[src/design/nearest_point_distance_macros.svh]
// ---------------------------------------------------------------------------
// Nearest point distance: assertion macros
// Concurrent assertion wrappers on clk_i, disabled while rst_ni is low.
// ---------------------------------------------------------------------------
`ifndef NEAREST_POINT_DISTANCE_MACROS_SVH
`define NEAREST_POINT_DISTANCE_MACROS_SVH

`ifndef SYNTHESIS
// same-cycle implication
`define NPD_ASSERT_IMPL(lbl, ante, cons) \
  lbl: assert property (@(posedge clk_i) disable iff (!rst_ni) (ante) |-> (cons)) \
    else $error("npd assertion failed");
// next-cycle implication
`define NPD_ASSERT_NEXT(lbl, ante, cons) \
  lbl: assert property (@(posedge clk_i) disable iff (!rst_ni) (ante) |=> (cons)) \
    else $error("npd assertion failed");
`else
`define NPD_ASSERT_IMPL(lbl, ante, cons)
`define NPD_ASSERT_NEXT(lbl, ante, cons)
`endif

`endif

[src/design/npd_pkg.sv]
// ---------------------------------------------------------------------------
// Nearest point distance package
// Sizes, mode codes and control structs shared by the block's files.
// ---------------------------------------------------------------------------
package npd_pkg;

  localparam int MAX_POINTS = 1024;
  localparam int COORD_BITS = 24;

  localparam int IDX_W  = (MAX_POINTS > 1) ? $clog2(MAX_POINTS) : 1;
  localparam int CNT_W  = $clog2(MAX_POINTS + 1);
  localparam int RT_W   = COORD_BITS + 1;
  localparam int SQ_W   = 2 * RT_W;
  localparam int DIST_W = 25;

  localparam logic [1:0] MODE_CLEAR = 2'd0;
  localparam logic [1:0] MODE_LOAD  = 2'd1;
  localparam logic [1:0] MODE_QUERY = 2'd2;

  typedef struct packed {
    logic start;  // new query: forget the running minimum
    logic valid;  // RAM read data carries a stored point
  } npd_scan_ctl_t;

  typedef struct packed {
    logic busy;   // a point is still in the distance pipeline
    logic found;  // at least one point compared since start
  } npd_scan_sts_t;

endpackage

[src/design/npd_dist.sv]
// ---------------------------------------------------------------------------
// Nearest point distance: squared distance pipeline
// Absolute difference, square, sum, then running minimum (first one kept).
// ---------------------------------------------------------------------------
module npd_dist (
  input  logic                            clk_i,
  input  logic                            rst_ni,
  input  npd_pkg::npd_scan_ctl_t          ctl_i,
  input  logic [npd_pkg::COORD_BITS-1:0]  ref_e_i,
  input  logic [npd_pkg::COORD_BITS-1:0]  ref_n_i,
  input  logic [npd_pkg::COORD_BITS-1:0]  qry_e_i,
  input  logic [npd_pkg::COORD_BITS-1:0]  qry_n_i,
  output npd_pkg::npd_scan_sts_t          sts_o,
  output logic [npd_pkg::SQ_W-1:0]        best_o
);

  localparam int CB = npd_pkg::COORD_BITS;
  localparam int SW = npd_pkg::SQ_W;

  logic              v1_q, v2_q, v3_q, found_q;
  logic [CB-1:0]     dx_q, dy_q;
  logic [2*CB-1:0]   sqx_q, sqy_q;
  logic [SW-1:0]     sum_q, best_q;
  logic [CB-1:0]     dx_d, dy_d;

  assign dx_d = (ref_e_i >= qry_e_i) ? (ref_e_i - qry_e_i) : (qry_e_i - ref_e_i);
  assign dy_d = (ref_n_i >= qry_n_i) ? (ref_n_i - qry_n_i) : (qry_n_i - ref_n_i);

  always_ff @(posedge clk_i or negedge rst_ni) begin
    if (!rst_ni) begin
      v1_q    <= 1'b0;
      v2_q    <= 1'b0;
      v3_q    <= 1'b0;
      found_q <= 1'b0;
    end else begin
      v1_q <= ctl_i.valid;
      v2_q <= v1_q;
      v3_q <= v2_q;
      if (ctl_i.start) begin
        found_q <= 1'b0;
      end else if (v3_q) begin
        found_q <= 1'b1;
      end
    end
  end

  always_ff @(posedge clk_i) begin
    dx_q  <= dx_d;
    dy_q  <= dy_d;
    sqx_q <= dx_q * dx_q;
    sqy_q <= dy_q * dy_q;
    sum_q <= SW'(sqx_q) + SW'(sqy_q);
    // replace only on a strictly smaller value
    if (v3_q && (!found_q || sum_q < best_q)) begin
      best_q <= sum_q;
    end
  end

  assign sts_o.busy  = v1_q | v2_q | v3_q;
  assign sts_o.found = found_q;
  assign best_o      = best_q;

endmodule

[config.mk]
export PLATFORM = sky130hd
export DESIGN_NAME = npd_dist
export DESIGN_NICKNAME = d
export VERILOG_FILES = /design/src/design/nearest_point_distance_macros.svh /design/src/design/npd_pkg.sv /design/src/design/npd_dist.sv
export SDC_FILE = /design/constraint.sdc
export NUM_CORES = 2
export LEC_CHECK = 0
export ABC_AREA = 1
export ABC_CLOCK_PERIOD_IN_PS = 15600
export BUFFER_PORTS_ARGS = -buffer_cell sky130_fd_sc_hd__buf_2
export CAP_MARGIN = 25
export CORE_MARGIN = 8
export CORE_UTILIZATION = 55
export DETAILED_ROUTE_END_ITERATION = 8
export MAX_ROUTING_LAYER = met4
export PLACE_DENSITY_LB_ADDON = 0.15
export SYNTH_ARGS = -nofsm -noshare
export SYNTH_HDL_FRONTEND = slang
export SYNTH_SLANG_ARGS = --single-unit
[constraint.sdc]
create_clock -name clk_i -period 15.6 [get_ports clk_i]
set_input_delay 0.78 -clock clk_i [delete_from_list [all_inputs] [get_ports clk_i]]
set_output_delay 0.78 -clock clk_i [all_outputs]
set_load 0.02 [all_outputs]
==> results.md <==
Logic synthesis:
- The proportion of synthesized chip area in sequential cells is 0.106.
- The share of the synthesized area in the top cell type is 0.335.
- Summed over all instances, the cell type with the most area after synthesis is fa_1.
- The synthesized netlist occupies a cell area of 50800 sq um.
- The total number of yosys warnings is 0.
- The number of flip-flops and latches in the synthesized netlist is about 240.
- After technology mapping, the gate count stands at around 6800.
- The number of enable-type register cells in the synthesized netlist is 49.
- Sorting the synthesized cells by area gives the leading types as fa_1, inv_1, ha_1.
- The average instance in the mapped netlist occupies about 7.5 sq um.
- In this run, distinct cell masters in the synthesized netlist total 45.
- The net count of the mapped netlist is 8281.
- For this run, asynchronously set or reset flops after synthesis account for 0.0164.
- For this run, the leading register cell type out of synthesis is dfxtp_1.

Floorplan:
- For this configuration, the core starts out at a cell density of 0.555.
- The die covers slightly above 100000 sq um.
- The number of ports placed on the die boundary is around 150.
- The core outline area is a little over 90000 sq um.
- In this run the horizontal extent of the chip is roughly 320 microns.
- The number of core rows is between 100 and 150.
- The die is around 320 microns tall.

Layout:
- After filler insertion, the fill cell instance count of the layout stands at slightly below 9000.
- The area overhead of the layout relative to synthesis is 6.05%.
- The combined flip-flop and latch cell area is about 5400 sq um.
- The library cell used most frequently in the layout, excluding fill and tap cells, is inv_1.
- The proportion of layout cells with a drive suffix above 1 is 0.0417.
- The footprint of the multi-input gates is ~37000 sq um.
- The top cell types in the final layout, fill and taps aside, are inv_1, nand2_1, fa_1.
- For this run, the post-layout net count is between 8000 and 9000.

Routing:
- Before antenna repair, the detailed router went through 6 iterations.
- After detailed routing, the number of vias per cell comes to a little over 5.
- The detailed router finished its first iteration with between 2000 and 2500 violations.
- Detailed routing inserted a total of 40890 vias.
- After detailed routing, the total wire length is approximately 130 mm.
- For this run, design rule violations remaining after detail routing come to 0.
- Dividing the detail-routed wire length by the instance count gives between 15 and 20 microns.
- The remaining number of nets flagged by the antenna check after routing is 0.

STA:
- The final-report hold violation count is 0.
- The count of final setup violators is 0.
- The final critical-path required period is between 6 and 7 ns.
- In the finished design, the share of the clock period the worst path needs comes to 0.431.
- At the pin with the least slew margin, the transition time is roughly 0.70 ns.
- Setup repair after global routing left no endpoint under its margin.
- Based on the critical path, the design can be clocked at up to approximately 0.15 GHz.
- The normalized max-slew margin is 0.526.
- Summed over all failing endpoints, the final setup total negative slack is 0 ns.
- Across the routed clock network, the largest skew measured is 0.0256 ns.
- The max-slew violation count was 0.

Worst setup path:
- The arrival time at the worst endpoint is roughly 7.2 ns.
- STA classifies the critical path endpoint as a register.
- Along the worst path, the maximum fanout reaches 13.
- The worst setup path is launched from a register.
- The kind of critical path is reg2reg.
- The data required time of the critical path is ~16 ns.

Worst hold path:
- The tightest min-delay check is of the in2reg type.

Clock tree:
- The cell chosen for the clock root is clkbuf_16.
- TritonCTS built the clock tree.
- Clock tree synthesis inserted a total of 31 buffers.
- The maximum root-to-sink buffer count is 3.
- CTS built an H-tree with a depth of 1.
- The CTS clock-pin slew for the worst setup and hold paths is roughly 0.060 ns.
- The later pin in the worst-skew pair is clocked with a latency of between 0.6 and 0.7 ns.
- The number of gates resized after CTS is 0.
- CTS saw 244 sinks.

Place:
- The HPWL after detailed placement is roughly 110 mm.
- In this run the tool buffered the top-level ports with 150 buffer cells.
- The final weighted congestion of routability-driven global placement is roughly 0.96.

Global routing:
- The initial antenna violation count was 0.
- The global routing usage summed across all routing layers is 0.266.
- Entering global routing, the biggest net connects 50 pins.
- The first global-routing pass estimated 216 mm of wire.
- The number of global-route vias before repair is approximately 43000.
- Global routing finished with a remaining overflow of 0.

Job:
- The reported max-cap violation count is 0.

Status:
- The flow ran to the end, and the final reports show no timing, DRC or antenna violations.
through the flow:
stage / std cells / setup slack [ns] / cell area, sq um / utilization / hold slack, ns
global route: 8097 / 8.51 / 53800 / 0.588 / 0.263
global placement: 8036 / 8.89 / 52800 / 0.576 / 0.369
finish: 8099 / 8.87 / 53800 / 0.588 / 0.272
CTS: 8094 / 8.76 / 53800 / 0.587 / 0.245
detailed placement: 8036 / 8.79 / 52800 / 0.576 / 0.370
floorplan: 6792 / 9.60 / 50800 / - / 0.354
critical path, stage by stage (launching register included):
cell and delay [ns]:
dfxtp_1 0.71, buf_4 0.33, nand2_1 0.12, fa_1 0.50, inv_1 0.05, fa_1 0.53, inv_1 0.05, fa_1 0.53
inv_1 0.05, fa_1 0.50, inv_1 0.06, fa_1 0.53, inv_1 0.05, fa_1 0.47, inv_1 0.05, fa_1 0.47
inv_1 0.04, ha_1 0.38, nand2_1 0.14, nor2_1 0.26, inv_1 0.06, o21ai_0 0.25, nand2_1 0.10, nand3_1 0.16
nand2_1 0.09, nand3_1 0.07, nand2_1 0.05
flip-flops by register name (all words and copies together) (netlist names):
signal / count
found_q: 1
dy_q: 24
sqy_q: 47
dx_q: 24
sqx_q: 47
best_o: 49
v2_q: 1
v3_q: 1
v1_q: 1
sum_q: 49
timing repair:
item	CTS	global route
hold buffers	1	0
hold endpoints to repair	4	0
setup buffers	0	0
synth_stat cells, drive strengths merged, types with 2 or more instances:
cell type / n
inv: 1965
nand2: 1757
fa: 849
ha: 540
nor2: 343
a21oi: 301
dfxtp: 191
o21ai: 169
nand3: 155
xor2: 128
clkbuf: 117
edfxtp: 49
nand4: 47
nor3: 32
o21bai: 32
xnor2: 32
buf: 21
o21a: 14
a31oi: 11
a21o: 10
nand3b: 9
dfrtp: 4
or2: 4
a21boi: 3
and2: 2
nand2b: 2
nor4: 2
cells by family after synthesis:
family / count (synthesis) / share of synthesized area
flops: 244 / 0.106
buf+inv: 2104 / 0.157
other cells: 1 / 0.0000739
simple gates: 2353 / 0.184
compound gates: 541 / 0.0569
xor+xnor: 160 / 0.0276
fa+ha+maj: 1389 / 0.468
path summary, 6_finish.rpt:
kind / from / slack (ns) / end / cells after the start
worst max-delay path: dy_q[15] / 8.87 / sqy_q[34] / 26
worst min-delay path: ctl_i[0] / 0.27 / v1_q / 1
worst max register to register: dy_q[15] / 8.87 / sqy_q[34] / 26
worst min register to register: v1_q / 0.39 / v2_q / 0
max in group asynchronous: rst_ni / 14.99 / v2_q / 2
min in group asynchronous: rst_ni / 0.50 / found_q / 2
routing by layer:
metal / global-route usage / up-vias / part of all wire
met5: - / - / 0
met4: 0.0636 / 0 / 0.028
met2: 0.444 / 1012 / 0.47
met1: 0.354 / 19648 / 0.45
met3: 0.0212 / 203 / 0.046
li1: - / 20027 / -
final cells by class:
type / count / share of cell area
Timing Repair Buffer: 200 / 0.0221
Tap cell: 1186 / 0.0276
Sequential cell: 244 / 0.100
Clock buffer: 40 / 0.0158
Inverter: 1966 / 0.137
Antenna cell: 2 / 0.0000929
Clock inverter: 17 / 0.00270
Multi-Input combinational cell: 4444 / 0.695
Power is left out: the tool's default activity adds up to more than one toggle a clock period on the data nets, which glitch-free logic cannot reach.
