`config.mk`:
```
export PLATFORM = sky130hd
export DESIGN_NAME = npd_ram
export DESIGN_NICKNAME = d
export VERILOG_FILES = /design/src/design/nearest_point_distance_macros.svh /design/src/design/npd_ram.sv
export SDC_FILE = /design/constraint.sdc
export NUM_CORES = 1
export LEC_CHECK = 0
export BUFFER_PORTS_ARGS = -buffer_cell sky130_fd_sc_hd__buf_2
export CAP_MARGIN = 10
export CELL_PAD_IN_SITES_DETAIL_PLACEMENT = 0
export CELL_PAD_IN_SITES_GLOBAL_PLACEMENT = 1
export CORE_ASPECT_RATIO = 1.1
export CORE_MARGIN = 2
export CORE_UTILIZATION = 53
export DETAILED_ROUTE_END_ITERATION = 8
export PLACE_DENSITY = 0.75
export SLEW_MARGIN = 20
export SYNTH_ARGS = -nofsm -noshare
export SYNTH_HDL_FRONTEND = slang
export SYNTH_SLANG_ARGS = --single-unit
```
`constraint.sdc`:
```
create_clock -name clk_i -period 1.9 [get_ports clk_i]
set_input_delay 0.095 -clock clk_i [delete_from_list [all_inputs] [get_ports clk_i]]
set_output_delay 0.095 -clock clk_i [all_outputs]
set_load 0.03 [all_outputs]
```
`src/design/nearest_point_distance_macros.svh`:
```
// ---------------------------------------------------------------------------
// Nearest point distance: assertion macros
// Concurrent assertion wrappers on clk_i, disabled while rst_ni is low.
// ---------------------------------------------------------------------------
`ifndef NEAREST_POINT_DISTANCE_MACROS_SVH
`define NEAREST_POINT_DISTANCE_MACROS_SVH

`ifndef SYNTHESIS
// same-cycle implication
`define NPD_ASSERT_IMPL(lbl, ante, cons) \
  lbl: assert property (@(posedge clk_i) disable iff (!rst_ni) (ante) |-> (cons)) \
    else $error("npd assertion failed");
// next-cycle implication
`define NPD_ASSERT_NEXT(lbl, ante, cons) \
  lbl: assert property (@(posedge clk_i) disable iff (!rst_ni) (ante) |=> (cons)) \
    else $error("npd assertion failed");
`else
`define NPD_ASSERT_IMPL(lbl, ante, cons)
`define NPD_ASSERT_NEXT(lbl, ante, cons)
`endif

`endif

```
`src/design/npd_ram.sv`:
```
// ---------------------------------------------------------------------------
// Generic RAM
// One write port, one read port, read data registered.
// ---------------------------------------------------------------------------
module npd_ram #(
  parameter int WIDTH = 8,
  parameter int DEPTH = 16,
  localparam int AW   = (DEPTH > 1) ? $clog2(DEPTH) : 1
) (
  input  logic             clk_i,
  input  logic             we_i,
  input  logic [AW-1:0]    waddr_i,
  input  logic [WIDTH-1:0] wdata_i,
  input  logic [AW-1:0]    raddr_i,
  output logic [WIDTH-1:0] rdata_o
);

  logic [WIDTH-1:0] mem [DEPTH];
  logic [WIDTH-1:0] rdata_q;

  always_ff @(posedge clk_i) begin
    if (we_i) begin
      mem[waddr_i] <= wdata_i;
    end
    rdata_q <= mem[raddr_i];
  end

  assign rdata_o = rdata_q;

endmodule

```
==> results of run 1 <==
==> sequential cells by signal (all words and copies together) (netlist names) <==
signal and count:
mem 128, rdata_o 8
==> cell usage after synthesis <==
cell             number
edfxtp_1            128
mux4_2               18
a22oi_1              16
mux4_1               14
nor2_1               13
nand2_1               9
dfxtp_1               8
nor3_1                4
buf_2                 3
buf_6                 3
clkdlybuf4s25_2       3
nand2b_1              2
nand3b_1              2
and2_1                1
and2b_1               1
buf_4                 1
nand3_1               1
nor2b_1               1
or3b_2                1
==> cell usage in the layout (no fill, tap or decap), drive strengths merged, types with 4 or more instances in the layout <==
master,count
a22oi,16
buf,45
bufinv,4
clkbuf,18
dfxtp,8
dlygate4sd3,8
edfxtp,128
inv,4
mux4,32
nand2,9
nor2,13
nor3,4
==> kinds of logic after synthesis <==
group / Yosys count / share of synthesized area
compound gates: 16 / 0.02334
buf+inv: 10 / 0.01677
flops: 136 / 0.7778
mux: 32 / 0.1502
simple gates: 35 / 0.03184
==> path summary, 6_finish.rpt <==
kind | from | to | slack (ps)
max | mem[9][2] | rdata_o[2] | 540
min reg2reg | mem[4][1] | rdata_o[1] | 670
min | waddr_i[1] | mem[4][0] | 150
max reg2reg | mem[9][2] | rdata_o[2] | 540
==> through the flow <==
stage	std cells	hold WS, ps	util	total power, W
2_1_floorplan	229	193.9	-	0.003641
3_3_place_gp	381	467.5	0.5847	0.003770
3_5_place_dp	381	492.4	0.5847	0.003781
4_1_cts	421	134.4	0.6586	0.007108
5_1_grt	421	151.1	0.6586	0.007285
6_report	421	152.3	0.6586	0.007075
==> worst max-delay path, delay by kind of cell (launching register included) <==
family | cells | cell delay, ps
mux | 1 | 500
simple gates | 1 | 80
compound gates | 1 | 300
flops | 1 | 350
==> power breakdown <==
| group | internal (W) | leakage [nW] | switching, W | total, W |
|---|---|---|---|---|
| registers | 0.00335 | 1.22 | 0.0000227 | 0.00338 |
| logic | 0.000144 | 0.614 | 0.000207 | 0.000351 |
| clock network | 0.00214 | 0.293 | 0.00120 | 0.00335 |
| total | 0.00564 | 2.13 | 0.00143 | 0.00708 |
==> layer usage <==
metal  routed length (µm)  part of all wire
met2                 4796              0.51
met5                    0                 0
met4                  127             0.014
met1                 3922              0.42
met3                  544             0.058
==> repair_timing <==
action,CTS,global route
hold buffers,8,0
setup endpoints to repair,0,0
endpoints found under the hold margin,128,0
==> area by class of cell <==
type	count	area, µm²	share of cell area
clock buffers	18	417.9	0.06752
well taps	117	146.4	0.02365
repair buffers	53	367.9	0.05943
flip-flops and latches	136	4004	0.6469
clock inverters	14	196.4	0.03174
multi-input cells	83	1057	0.1708
==> results_dict.tcl, run 1 <==
set metrics [dict create \
    via_count 2406 \
    grt_use_met2 0.3180 \
    synthTopCellsByArea "edfxtp_1 (75%), mux4_2 (7.9%), mux4_1 (7.1%)" \
    core_um2 9398 \
    synth_cells 229 \
    worstSetupPathType "flop to flop" \
    fmax_ghz 0.7353 \
    end_kind "flop" \
    cp.arrival_ps 1760 \
    seq_area_frac_synth 0.7778 \
    wl_per_cell_um 22.30 \
    ys_warn_count 0 \
    ir_drop_uv 884.1 \
    grt_setup_unrepaired "no" \
    critPathSlowestCell "mux4_1" \
    routed_wl_um 9390 \
    outcome "complete, no violations" \
    worst_pin_slew_ps 726.9 \
    grt-ovfl-total 0 \
    start_util 0.5477 \
    avgSynthCellArea_um2 22.48 \
    area_delta_synth_final_pct 20.25 \
    place.gp.congestion 0.7581 \
    path_max_fanout 1 \
    setup_viol 0 \
    clkTransAtPathRegs_ps 60 \
    powerDensity_nw_per_um2 1143 \
    drtAntennaViolNets 0 \
    syn_nets 247 \
    cp_data_required_time_ps 2300 \
    drtIter0Drc 237 \
    grt_max_degree 33 \
    hp-class "input port to flop" \
    portBuffers 25 \
    finalSetupTns_ps 0 \
    vias_per_cell 5.715 \
    min_period_over_period 0.7158 \
    postCtsSetupBuffers 0 \
    grt_pass1_wl_um 14380 \
    cts_buffers 17 \
    fin_crit_ps 1360 \
    synth.largest_area_cell "edfxtp_1" \
    drc 0 \
    clkLatencyLatePin_ps 520 \
    antenna_found_initial 0 \
    grt_util_met3 0.05519 \
    grt_pass1_vias 2446 \
    hold_viol 0 \
    grt-busiest-layer "met2" \
    min_path_cells 3 \
    syn_area_um2 5147 \
    track_usage 0.1975 \
    num_rows 37 \
    path_cells "mux4_1, a22oi_1, nand2_1" \
    use_met1 0.2662 \
    die_x_um 97.97 \
    cap_violations 0 \
    crit_path_max_incr_delay_ps 500 \
    dp_slack_ps 305.1 \
    io-pin-count 26 \
    reg2reg_depth 3 \
    ctsResizeCount 0 \
    drt_first_pass_iters 5 \
    die_area_um2 10520 \
    htreeDepth 4 \
    final_nets 309 \
    cts_sinks 136 \
    leakage_nw 2.130 \
    fill_cells 631 \
    maxSlewHeadroom 0.5136 \
    startpoint_type "flop" \
    n_antenna_cell 0 \
    cts_tree "done" \
    die_h_um 107.4 \
    finalWorstSetupSlack_ps 540.1 \
    cts_buffer_depth 2 \
    drv_slew 0 \
    final_cell_area_um2 6190 \
    layout-drive-gt1-share 0.3125 \
    hpwl_um 5861 \
    synth-seq-cells 136 \
    yosys.cell_types.count 19 \
    cts_root_buf "clkbuf_8" \
    dpl_cell_area_um2 5495 \
    clock_skew_ps 4.311 \
    yosysTopAreaCellShare 0.7467 \
]
No activity file was read; power rests on OpenSTA's default activity.
==> inputs of run 2 (changes only) <==
ABC_AREA = 1   (was not set)
CORE_UTILIZATION = 44   (was 53)
PLACE_DENSITY = 0.72   (was 0.75)
clock period = 1.21 ns   (was 1.9 ns; I/O delays follow)
==> run 2 against run 1 <==
Compared with the run above:
- flip-flop and latch count unchanged
- global-route usage up 0.85 points
- area after synthesis up 12%
- largest cell class unchanged
- combinational power up 110%
- clock skew up 1.1 ps
- via count up 58%
- critical endpoint is now rdata_o[3]
- total power up 66%
- clock power up 71%
- synthesized cell count up 140%
- final cell count up 83%
- non-clock buffer count unchanged
- utilization down 12 points
==> results_dict.tcl, run 2 <==
set metrics [dict create \
    synth.most_common_cell "nand2_1" \
    cts_sinks 136 \
    portBuffers 25 \
    holdPathEnd "mem[1][4]" \
    grt_pass1_vias 3660 \
    cts_buffers 17 \
    synth_ff_type "edfxtp_1" \
    largest_register_ffs 128 \
    vias_per_cell 4.938 \
    reg2reg_setup_slack_ps 170 \
    crit_path_max_incr_delay_ps 370 \
    via_count 3797 \
    cp_data_required_time_ps 1150 \
    drtIter0Drc 317 \
    cts_root_buf "clkbuf_16" \
    grt-ovfl-total 0 \
    num_rows 43 \
    synth_edf_count 128 \
    cp_top_family "flip-flops" \
    critPathSlowestCell "dfxtp_1" \
    synth.largest_area_cell "edfxtp_1" \
    ys_warn_count 0 \
    drtAntennaViolNets 0 \
    syn_area_um2 5767 \
    n_antenna_cell 0 \
    area_delta_synth_final_pct 19.07 \
    maxSlewHeadroom 0.7504 \
    top_register "mem" \
    min_path_cells 1 \
    synth_cells 551 \
    synth-seq-cells 136 \
    die_h_um 124.1 \
    io-pin-count 26 \
    finalPower_w 0.01177 \
    track_usage 0.2060 \
    clock_skew_ps 5.363 \
    setup_viol 0 \
    cap_violations 0 \
    htreeDepth 4 \
    startpoint_type "flop" \
    die_area_um2 14040 \
    clkTransAtPathRegs_ps 60 \
    outcome "complete, no violations" \
    final_cell_mix "nand2_1 (173), edfxtp_1 (128), inv_1 (100)" \
    die_x_um 113.2 \
    antenna_found_initial 0 \
    powerDensity_nw_per_um2 1714 \
    cts_tree "done" \
    postCtsSetupBuffers 0 \
    layout_commonest_cell "nand2_1" \
    worstSetupPathType "flop to output port" \
    cts_buffer_depth 2 \
    hold_viol 0 \
    start_util 0.4542 \
    routed_wl_um 13380 \
    hpwl_um 8311 \
    grt_setup_unrepaired "no" \
    final_nets 617 \
    ctsHoldBuffers 0 \
    drt_first_pass_iters 7 \
    worst_pin_slew_ps 374.4 \
    yosys.cell_types.count 12 \
    hp-class "input port to flop" \
    synthArstFlopShare 0 \
    path_max_fanout 1 \
    whs_ps 75.17 \
    netlist_top_cells_count "nand2_1 (173), edfxtp_1 (128), inv_1 (100)" \
    leakage_nw 3.004 \
    ctsResizeCount 0 \
    clkLatencyLatePin_ps 410 \
    postLayoutCoreUtil 0.5408 \
    drc 0 \
    core_um2 12700 \
    timing.rr.start "mem[3][2]" \
    crit_buf_inv 1 \
    ir_drop_uv 927.7 \
    cp.arrival_ps 1010 \
    finalSetupTns_ps 0 \
    yosysTopAreaCellShare 0.6665 \
    grt_pass1_wl_um 20600 \
    end_kind "output port" \
    wl_per_cell_um 17.40 \
    synthTopCellsByArea "edfxtp_1 (67%), nand2_1 (11%), nand3_1 (8.4%)" \
    layout-drive-gt1-share 0.1422 \
    path_cells "buf_2" \
    place.gp.congestion 0.8559 \
    grt_max_degree 44 \
    seq_area_frac_synth 0.6943 \
    fin_crit_ps 1068 \
    syn_nets 569 \
    reg2reg_depth 6 \
    avgSynthCellArea_um2 10.47 \
    min-delay-start "wdata_i[4]" \
    min_period_over_period 0.8827 \
    fmax_ghz 0.9363 \
    drv_slew 0 \
    r2r-end "rdata_o[2]" \
]
-- run 2: cell count changes in the layout (fill, tap and decap cells not counted), sizes merged, moves of 8 or more --
cell | previous run | this run
a22oi | 16 | 0
buf | 45 | 53
dlygate4sd3 | 8 | 0
inv | 4 | 103
mux4 | 32 | 0
nand2 | 9 | 173
nand3 | 1 | 97
-- run 2: power by group --
group          switching [W]  internal, W
Combinational       0.000521     0.000220
Sequential         0.0000299      0.00527
Clock                0.00186      0.00387
Total                0.00241      0.00936
-- run 2: cell families after synthesis --
| kind of cell | after synthesis | synth area share |
|---|---|---|
| AND/OR/NAND/NOR | 289 | 0.2105 |
| flip-flops | 136 | 0.6943 |
| buffers and inverters | 126 | 0.09525 |
-- run 2: area by class of cell --
class                           count  area, µm²
Clock buffer                       21      480.5
Clock inverter                     11      191.4
Fill cell                        1091       5831
Inverter                          102      382.9
Multi-Input combinational cell    289       1214
Sequential cell                   136       4004
Tap cell                          157      196.4
Timing Repair Buffer               53      397.9
-- run 2: worst max-delay path by stage --
stage | end | depth (start not counted) | startpoint
CTS | rdata_o[3] | 1 | rdata_o[3]
global route | rdata_o[2] | 6 | mem[3][2]
detailed placement | rdata_o[7] | 9 | raddr_i[0]
floorplan | mem[10][0] | 2 | waddr_i[2]
global placement | rdata_o[3] | 8 | raddr_i[0]
finish | rdata_o[3] | 1 | rdata_o[3]
-- run 2: stage by stage --
step	worst slack (ps)	std cells	cell area (µm²)
floorplan	198.7	551	5767
global placement	72.60	737	6195
detailed placement	48.78	737	6195
CTS	135.7	769	6867
global route	108.5	769	6867
finish	141.9	769	6867
-- run 2: metal layers --
layer	wire, µm	GRT usage	vias to the layer above
met5	0	0	-
met4	116	0.07927	0
met3	697	0.03942	9
met2	6875	0.3593	121
met1	5687	0.2559	1797
li1	-	-	1870
