[config.mk]
export PLATFORM = sky130hd
export DESIGN_NAME = npd_isqrt
export DESIGN_NICKNAME = d
export VERILOG_FILES = /design/src/design/npd_pkg.sv /design/src/design/npd_isqrt.sv
export VERILOG_INCLUDE_DIRS = /design/src /design/src/design
export SDC_FILE = /design/constraint.sdc
export NUM_CORES = 1
export LEC_CHECK = 0
export ABC_AREA = 1
export BUFFER_PORTS_ARGS = -buffer_cell sky130_fd_sc_hd__buf_2
export CAP_MARGIN = 20
export CORE_MARGIN = 1
export CORE_UTILIZATION = 45
export DETAILED_ROUTE_END_ITERATION = 8
export SETUP_SLACK_MARGIN = 0.2
export SYNTH_ARGS = -nofsm -noshare
export SYNTH_HDL_FRONTEND = slang
export SYNTH_SLANG_ARGS = --single-unit
[constraint.sdc]
create_clock -name clk_i -period 10.2 [get_ports clk_i]
set_clock_uncertainty 0.05 [all_clocks]
set_input_delay 2.55 -clock clk_i [delete_from_list [all_inputs] [get_ports clk_i]]
set_output_delay 2.55 -clock clk_i [all_outputs]
set_load 0.1 [all_outputs]
[src/design/nearest_point_distance_macros.svh]
// ---------------------------------------------------------------------------
// Nearest point distance: assertion macros
// Concurrent assertion wrappers on clk_i, disabled while rst_ni is low.
// ---------------------------------------------------------------------------
`ifndef NEAREST_POINT_DISTANCE_MACROS_SVH
`define NEAREST_POINT_DISTANCE_MACROS_SVH

`ifndef SYNTHESIS
// same-cycle implication
`define NPD_ASSERT_IMPL(lbl, ante, cons) \
  lbl: assert property (@(posedge clk_i) disable iff (!rst_ni) (ante) |-> (cons)) \
    else $error("npd assertion failed");
// next-cycle implication
`define NPD_ASSERT_NEXT(lbl, ante, cons) \
  lbl: assert property (@(posedge clk_i) disable iff (!rst_ni) (ante) |=> (cons)) \
    else $error("npd assertion failed");
`else
`define NPD_ASSERT_IMPL(lbl, ante, cons)
`define NPD_ASSERT_NEXT(lbl, ante, cons)
`endif

`endif

[src/design/npd_pkg.sv]
// ---------------------------------------------------------------------------
// Nearest point distance package
// Sizes, mode codes and control structs shared by the block's files.
// ---------------------------------------------------------------------------
package npd_pkg;

  localparam int MAX_POINTS = 1024;
  localparam int COORD_BITS = 24;

  localparam int IDX_W  = (MAX_POINTS > 1) ? $clog2(MAX_POINTS) : 1;
  localparam int CNT_W  = $clog2(MAX_POINTS + 1);
  localparam int RT_W   = COORD_BITS + 1;
  localparam int SQ_W   = 2 * RT_W;
  localparam int DIST_W = 25;

  localparam logic [1:0] MODE_CLEAR = 2'd0;
  localparam logic [1:0] MODE_LOAD  = 2'd1;
  localparam logic [1:0] MODE_QUERY = 2'd2;

  typedef struct packed {
    logic start;  // new query: forget the running minimum
    logic valid;  // RAM read data carries a stored point
  } npd_scan_ctl_t;

  typedef struct packed {
    logic busy;   // a point is still in the distance pipeline
    logic found;  // at least one point compared since start
  } npd_scan_sts_t;

endpackage

[src/design/npd_isqrt.sv]
// ---------------------------------------------------------------------------
// Nearest point distance: integer square root
// Digit-by-digit floor square root, one result bit per cycle.
// ---------------------------------------------------------------------------
`include "nearest_point_distance_macros.svh"

module npd_isqrt (
  input  logic                       clk_i,
  input  logic                       rst_ni,
  input  logic                       start_i,
  input  logic [npd_pkg::SQ_W-1:0]   value_i,
  output logic                       busy_o,
  output logic [npd_pkg::RT_W-1:0]   root_o
);

  localparam int SW = npd_pkg::SQ_W;

  logic [SW-1:0] bit_q, bit_d;
  logic [SW-1:0] v_q, v_d, root_q, root_d, trial;

  assign trial = root_q + bit_q;

  always_comb begin
    bit_d  = bit_q >> 2;
    if (v_q >= trial) begin
      v_d    = v_q - trial;
      root_d = (root_q >> 1) + bit_q;
    end else begin
      v_d    = v_q;
      root_d = root_q >> 1;
    end
  end

  always_ff @(posedge clk_i or negedge rst_ni) begin
    if (!rst_ni) begin
      bit_q <= '0;
    end else if (start_i) begin
      bit_q <= SW'(1) << (SW - 2);
    end else if (bit_q != '0) begin
      bit_q <= bit_d;
    end
  end

  always_ff @(posedge clk_i) begin
    if (start_i) begin
      v_q    <= value_i;
      root_q <= '0;
    end else if (bit_q != '0) begin
      v_q    <= v_d;
      root_q <= root_d;
    end
  end

  assign busy_o = (bit_q != '0);
  assign root_o = npd_pkg::RT_W'(root_q);

  `NPD_ASSERT_IMPL(a_bit_onehot, 1'b1, $onehot0(bit_q))

endmodule

==> flow_summary.html <==
<table>
<tr><th>Metric</th><th>Value</th></tr>
<tr><th colspan="2">Worst setup path</th></tr>
<tr><td>Cell Chain, Critical Path</td><td>ha_1, ha_1, nand2_1, nand2_1, nand2_1, a21oi_1, a21boi_0, o21ai_1, nand3_1, nand3_1, nand2_1, ha_1, nand2_1, inv_2, nand2_1, nor3_2, nand2_1, nor2_2, nand2_4, nand3_2, buf_4, nand2_1, nand2_2, buf_4</td></tr>
<tr><td>Endpoint required time on the critical path</td><td>around 10 ns</td></tr>
<tr><td>Worst R2R Start</td><td>bit_q[0]</td></tr>
<tr><td>Launching element type of the critical path</td><td>flip-flop</td></tr>
<tr><td>Kind of end point of the critical path</td><td>flip-flop</td></tr>
<tr><td>Max FO, Critical Path</td><td>56</td></tr>
<tr><td>Most used cell along the critical path</td><td>nand2_1</td></tr>
<tr><td>Crit path to</td><td>v_q[3]</td></tr>
<tr><td>Highest cell delay on the worst timing path</td><td>0.62 ns</td></tr>
<tr><td>Crit path launch</td><td>bit_q[0]</td></tr>
<tr><td>Worst path slowest cell</td><td>buf_4</td></tr>
<tr><td>WS Path Type</td><td>flip-flop to flip-flop</td></tr>
<tr><td>Critical path arrival</td><td>6.17 ns</td></tr>
<tr><td>Reg-to-Reg End</td><td>v_q[3]</td></tr>
<tr><td>Worst-case register-to-register setup slack</td><td>4.07 ns</td></tr>
<tr><td>Depth of the worst register-to-register path</td><td>24</td></tr>
<tr><th colspan="2">Power</th></tr>
<tr><td>Pleak</td><td>between 8 and 9 nW</td></tr>
<tr><td>Total power density per cell area</td><td>287 nW/um^2</td></tr>
<tr><td>Combinational share of power</td><td>66.1%</td></tr>
<tr><td>Switching share of power</td><td>a little under three fifths</td></tr>
<tr><td>Max VDD drop</td><td>around 0.17 mV</td></tr>
<tr><td>Net switching component of the power</td><td>2.66 mW</td></tr>
<tr><td>Clk pwr share</td><td>13.9%</td></tr>
<tr><td>Portion of total power attributed to sequential cells</td><td>20.0%</td></tr>
<tr><td>Internal Pwr Total</td><td>roughly 2.1 mW</td></tr>
<tr><th colspan="2">GRT</th></tr>
<tr><td>All-layer global routing usage</td><td>33.5%</td></tr>
<tr><td>Antenna violations before repair</td><td>0</td></tr>
<tr><td>First-pass GRT wire length</td><td>89.3 mm</td></tr>
<tr><td>Remaining Overflow, GRT</td><td>0</td></tr>
<tr><td>Pin count of the biggest net entering global routing</td><td>60</td></tr>
<tr><td>Number of global-route vias before repair</td><td>16300</td></tr>
<tr><th colspan="2">Timing</th></tr>
<tr><td>Worst-case headroom to the max-slew limit</td><td>38.2%</td></tr>
<tr><td>Fin. max-slew vios</td><td>0</td></tr>
<tr><td>Transition time at the pin with the least slew margin</td><td>roughly 0.9 ns</td></tr>
<tr><td>Total negative slack for setup checks</td><td>0 ns</td></tr>
<tr><td>Worst hold-check slack</td><td>0.438 ns</td></tr>
<tr><td>Tmin final</td><td>between 6 and 7 ns</td></tr>
<tr><td>Setup violators final</td><td>0</td></tr>
<tr><td>Final hold vios</td><td>0</td></tr>
<tr><td>Fraction of the cycle the final worst path needs</td><td>60.1%</td></tr>
<tr><td>RSZ-0062 raised after global routing</td><td>false</td></tr>
<tr><td>Maximum clock rate</td><td>163 MHz</td></tr>
<tr><th colspan="2">Layout</th></tr>
<tr><td>Nets</td><td>2881</td></tr>
<tr><td>Fraction of layout instances using a drive strength above 1</td><td>5.85%</td></tr>
<tr><td>Post-Layout Inst Area</td><td>16500 um^2</td></tr>
<tr><td>Top library cells by usage in the layout, fill and taps aside</td><td>nand2_1, inv_1, nor2_1</td></tr>
<tr><td>Number of standard cells in the layout, taps in and fillers out</td><td>3185</td></tr>
<tr><td>Area added between synthesis and finish</td><td>7.78%</td></tr>
<tr><td>Count of fill cells added during filler insertion</td><td>3678</td></tr>
<tr><td>Antenna Diode Count</td><td>0</td></tr>
<tr><td>Most frequent standard cell in the layout excluding fill and tap cells</td><td>nand2_1</td></tr>
<tr><th colspan="2">Routing</th></tr>
<tr><td>Vias per cell</td><td>5.36</td></tr>
<tr><td>Total wire length after detailed routing</td><td>58.3 mm</td></tr>
<tr><td>Post-route DRC violation count</td><td>0</td></tr>
<tr><td>Post-DR wirelength/cell</td><td>~18 um</td></tr>
<tr><td>Number of nets still failing antenna checks after routing</td><td>0</td></tr>
<tr><td>Number of iterations in the first detailed-routing pass</td><td>7</td></tr>
<tr><td>Number of DRC violations after detailed-routing iteration 0</td><td>1301</td></tr>
<tr><td>Number of vias after detailed routing</td><td>17100</td></tr>
<tr><th colspan="2">Clocking</th></tr>
<tr><td>Num CTS Buffers</td><td>17</td></tr>
<tr><td>Clock-pin slew on the worst setup and hold paths</td><td>about 0.07 ns</td></tr>
<tr><td>Clock tree from TritonCTS</td><td>built</td></tr>
<tr><td>Total of hold buffers inserted after clock tree synthesis</td><td>0</td></tr>
<tr><td>H-tree Lvls</td><td>4</td></tr>
<tr><td>Clock sink count</td><td>approximately 130</td></tr>
<tr><td>Clock tree root buffer cell</td><td>clkbuf_16</td></tr>
<tr><td>Number of cells upsized or downsized after cts</td><td>0</td></tr>
<tr><td>Setup Fix Bufs, Post-CTS</td><td>0</td></tr>
<tr><td>Worst skew pair latency</td><td>approximately 0.46 ns</td></tr>
<tr><td>Clock Path Buffers</td><td>2</td></tr>
<tr><th colspan="2">Worst hold path</th></tr>
<tr><td>Type of the most critical hold path</td><td>flip-flop to flip-flop</td></tr>
<tr><th colspan="2">Placement</th></tr>
<tr><td>Routability congestion estimate from global placement</td><td>0.953</td></tr>
<tr><td>Detailed-placement wirelength estimate</td><td>approximately 48 mm</td></tr>
<tr><td>Post-Place Cell Area</td><td>about 16000 um^2</td></tr>
<tr><td>Count of buffers inserted at the top-level ports</td><td>78</td></tr>
<tr><td>Placed cell count</td><td>3153</td></tr>
<tr><th colspan="2">Logic synthesis</th></tr>
<tr><td>Per-instance average area after synthesis</td><td>5.67 um^2</td></tr>
<tr><td>Register bit count reported by yosys</td><td>125</td></tr>
<tr><td>Largest cells by area after synthesis</td><td>nand2_1, inv_1, edfxtp_1</td></tr>
<tr><td>Warnings, synthesis</td><td>0</td></tr>
<tr><td>Distinct cell type count of the synthesized netlist</td><td>43</td></tr>
<tr><td>Leading area contributor after synthesis</td><td>nand2_1</td></tr>
<tr><td>Mapped Cells</td><td>between 2000 and 3000</td></tr>
<tr><td>Post-synth top area share</td><td>23.4%</td></tr>
<tr><td>Synthesized netlist net count</td><td>2857</td></tr>
<tr><td>Mapped Area</td><td>15300 um^2</td></tr>
<tr><td>Post-synthesis sequential area ratio</td><td>20.4%</td></tr>
<tr><th colspan="2">Floorplan</th></tr>
<tr><td>I/O pin count</td><td>around 80</td></tr>
<tr><td>Overall die area</td><td>between 30000 and 40000 um^2</td></tr>
<tr><td>Starting density of the core</td><td>45.7%</td></tr>
<tr><td>Number of core rows</td><td>67</td></tr>
<tr><td>Die extent in y</td><td>187 um</td></tr>
<tr><td>Die width</td><td>187 um</td></tr>
<tr><td>Core box area</td><td>33500 um^2</td></tr>
<tr><th colspan="2">Status</th></tr>
<tr><td>Run status</td><td>completed</td></tr>
<tr><th colspan="2">Job</th></tr>
<tr><td>Maximum capacitance violations</td><td>0</td></tr>
</table>
## cells by family after synthesis
family / share of synthesized area, %
simple gates: 43.5
buf+inv: 13.5
compound gates: 9.84
flops: 20.4
fa+ha+maj: 8.46
xor+xnor: 4.29
## flip-flops by register name (all words and copies together) (netlist names)
| register | count |
|---|---|
| bit_q | 25 |
| root_q | 50 |
| v_q | 50 |
## power groups by stage
stage	logic (mW)	registers (mW)	clock network [mW]
2_1_floorplan	2.44	0.835	0
3_3_place_gp	3.05	0.949	0
3_5_place_dp	3.08	0.951	0
4_1_cts	3.09	0.941	0.666
5_1_grt	3.50	0.967	0.683
6_report	3.13	0.948	0.659
## routing by layer
layer	track usage [%]	share of wire (%)	vias to the layer above	wire, um
li1	-	-	8596	-
met1	41.6	43	7804	25000
met2	57.7	48	539	27800
met3	2.86	4.5	128	2610
met4	17.2	5.0	0	2900
met5	0	0	-	0
## synthesized netlist by cell type, drive strengths merged
cell	instances
a211oi	1
o22ai	3
o21a	2
nor2	280
edfxtp	50
xnor2	27
fa	1
nand2	959
o211ai	2
and2	7
or2	12
clkinv	2
inv	426
a21o	2
a31oi	5
nor3	28
dfrtp	25
buf	49
a21boi	5
o21bai	16
nor4	5
xor2	48
nand3	261
o31ai	3
dfxtp	50
o21ai	112
ha	102
clkbuf	32
nand3b	14
a21oi	132
nand4	40
## how the worst min path moves through the flow
stage / startpoint / end / slack (ns) / depth (start not counted)
2_1_floorplan: root_q[0] / root_q[0] / 0.40 / 2
3_3_place_gp: root_q[0] / root_q[0] / 0.41 / 2
3_5_place_dp: root_q[0] / root_q[0] / 0.42 / 2
4_1_cts: root_q[0] / root_q[0] / 0.44 / 2
5_1_grt: root_q[0] / root_q[0] / 0.47 / 2
6_report: root_q[0] / root_q[0] / 0.44 / 2
## per-stage QoR
stage | total power, mW | util (%) | setup slack [ns]
after global routing | 5.15 | 49.2 | 3.64
final | 4.74 | 49.2 | 4.07
after CTS | 4.70 | 49.2 | 4.13
after detailed placement | 4.03 | 47.4 | 4.15
after global placement | 4.00 | 47.4 | 4.31
after floorplan | 3.28 | - | 5.47
## cell type report
class                   instances  area, um^2  area share, %
well taps                     448         561           3.39
multi-input cells            2067       10100           61.4
clock inverters                13         154          0.932
inverters                     428        1610           9.73
flip-flops and latches        125        3130           18.9
clock buffers                  18         450           2.73
repair buffers                 86         473           2.86
## critical path: cells and delay by family (launching register included)
family	cells	cell delay, ns
and+or+nand+nor	15	2.06
AOI/OAI and AO/OA	3	1.13
DFF	1	0.38
buffers and inverters	3	1.23
adders and majority gates	3	0.87
Power figures use the tool's default switching activity.
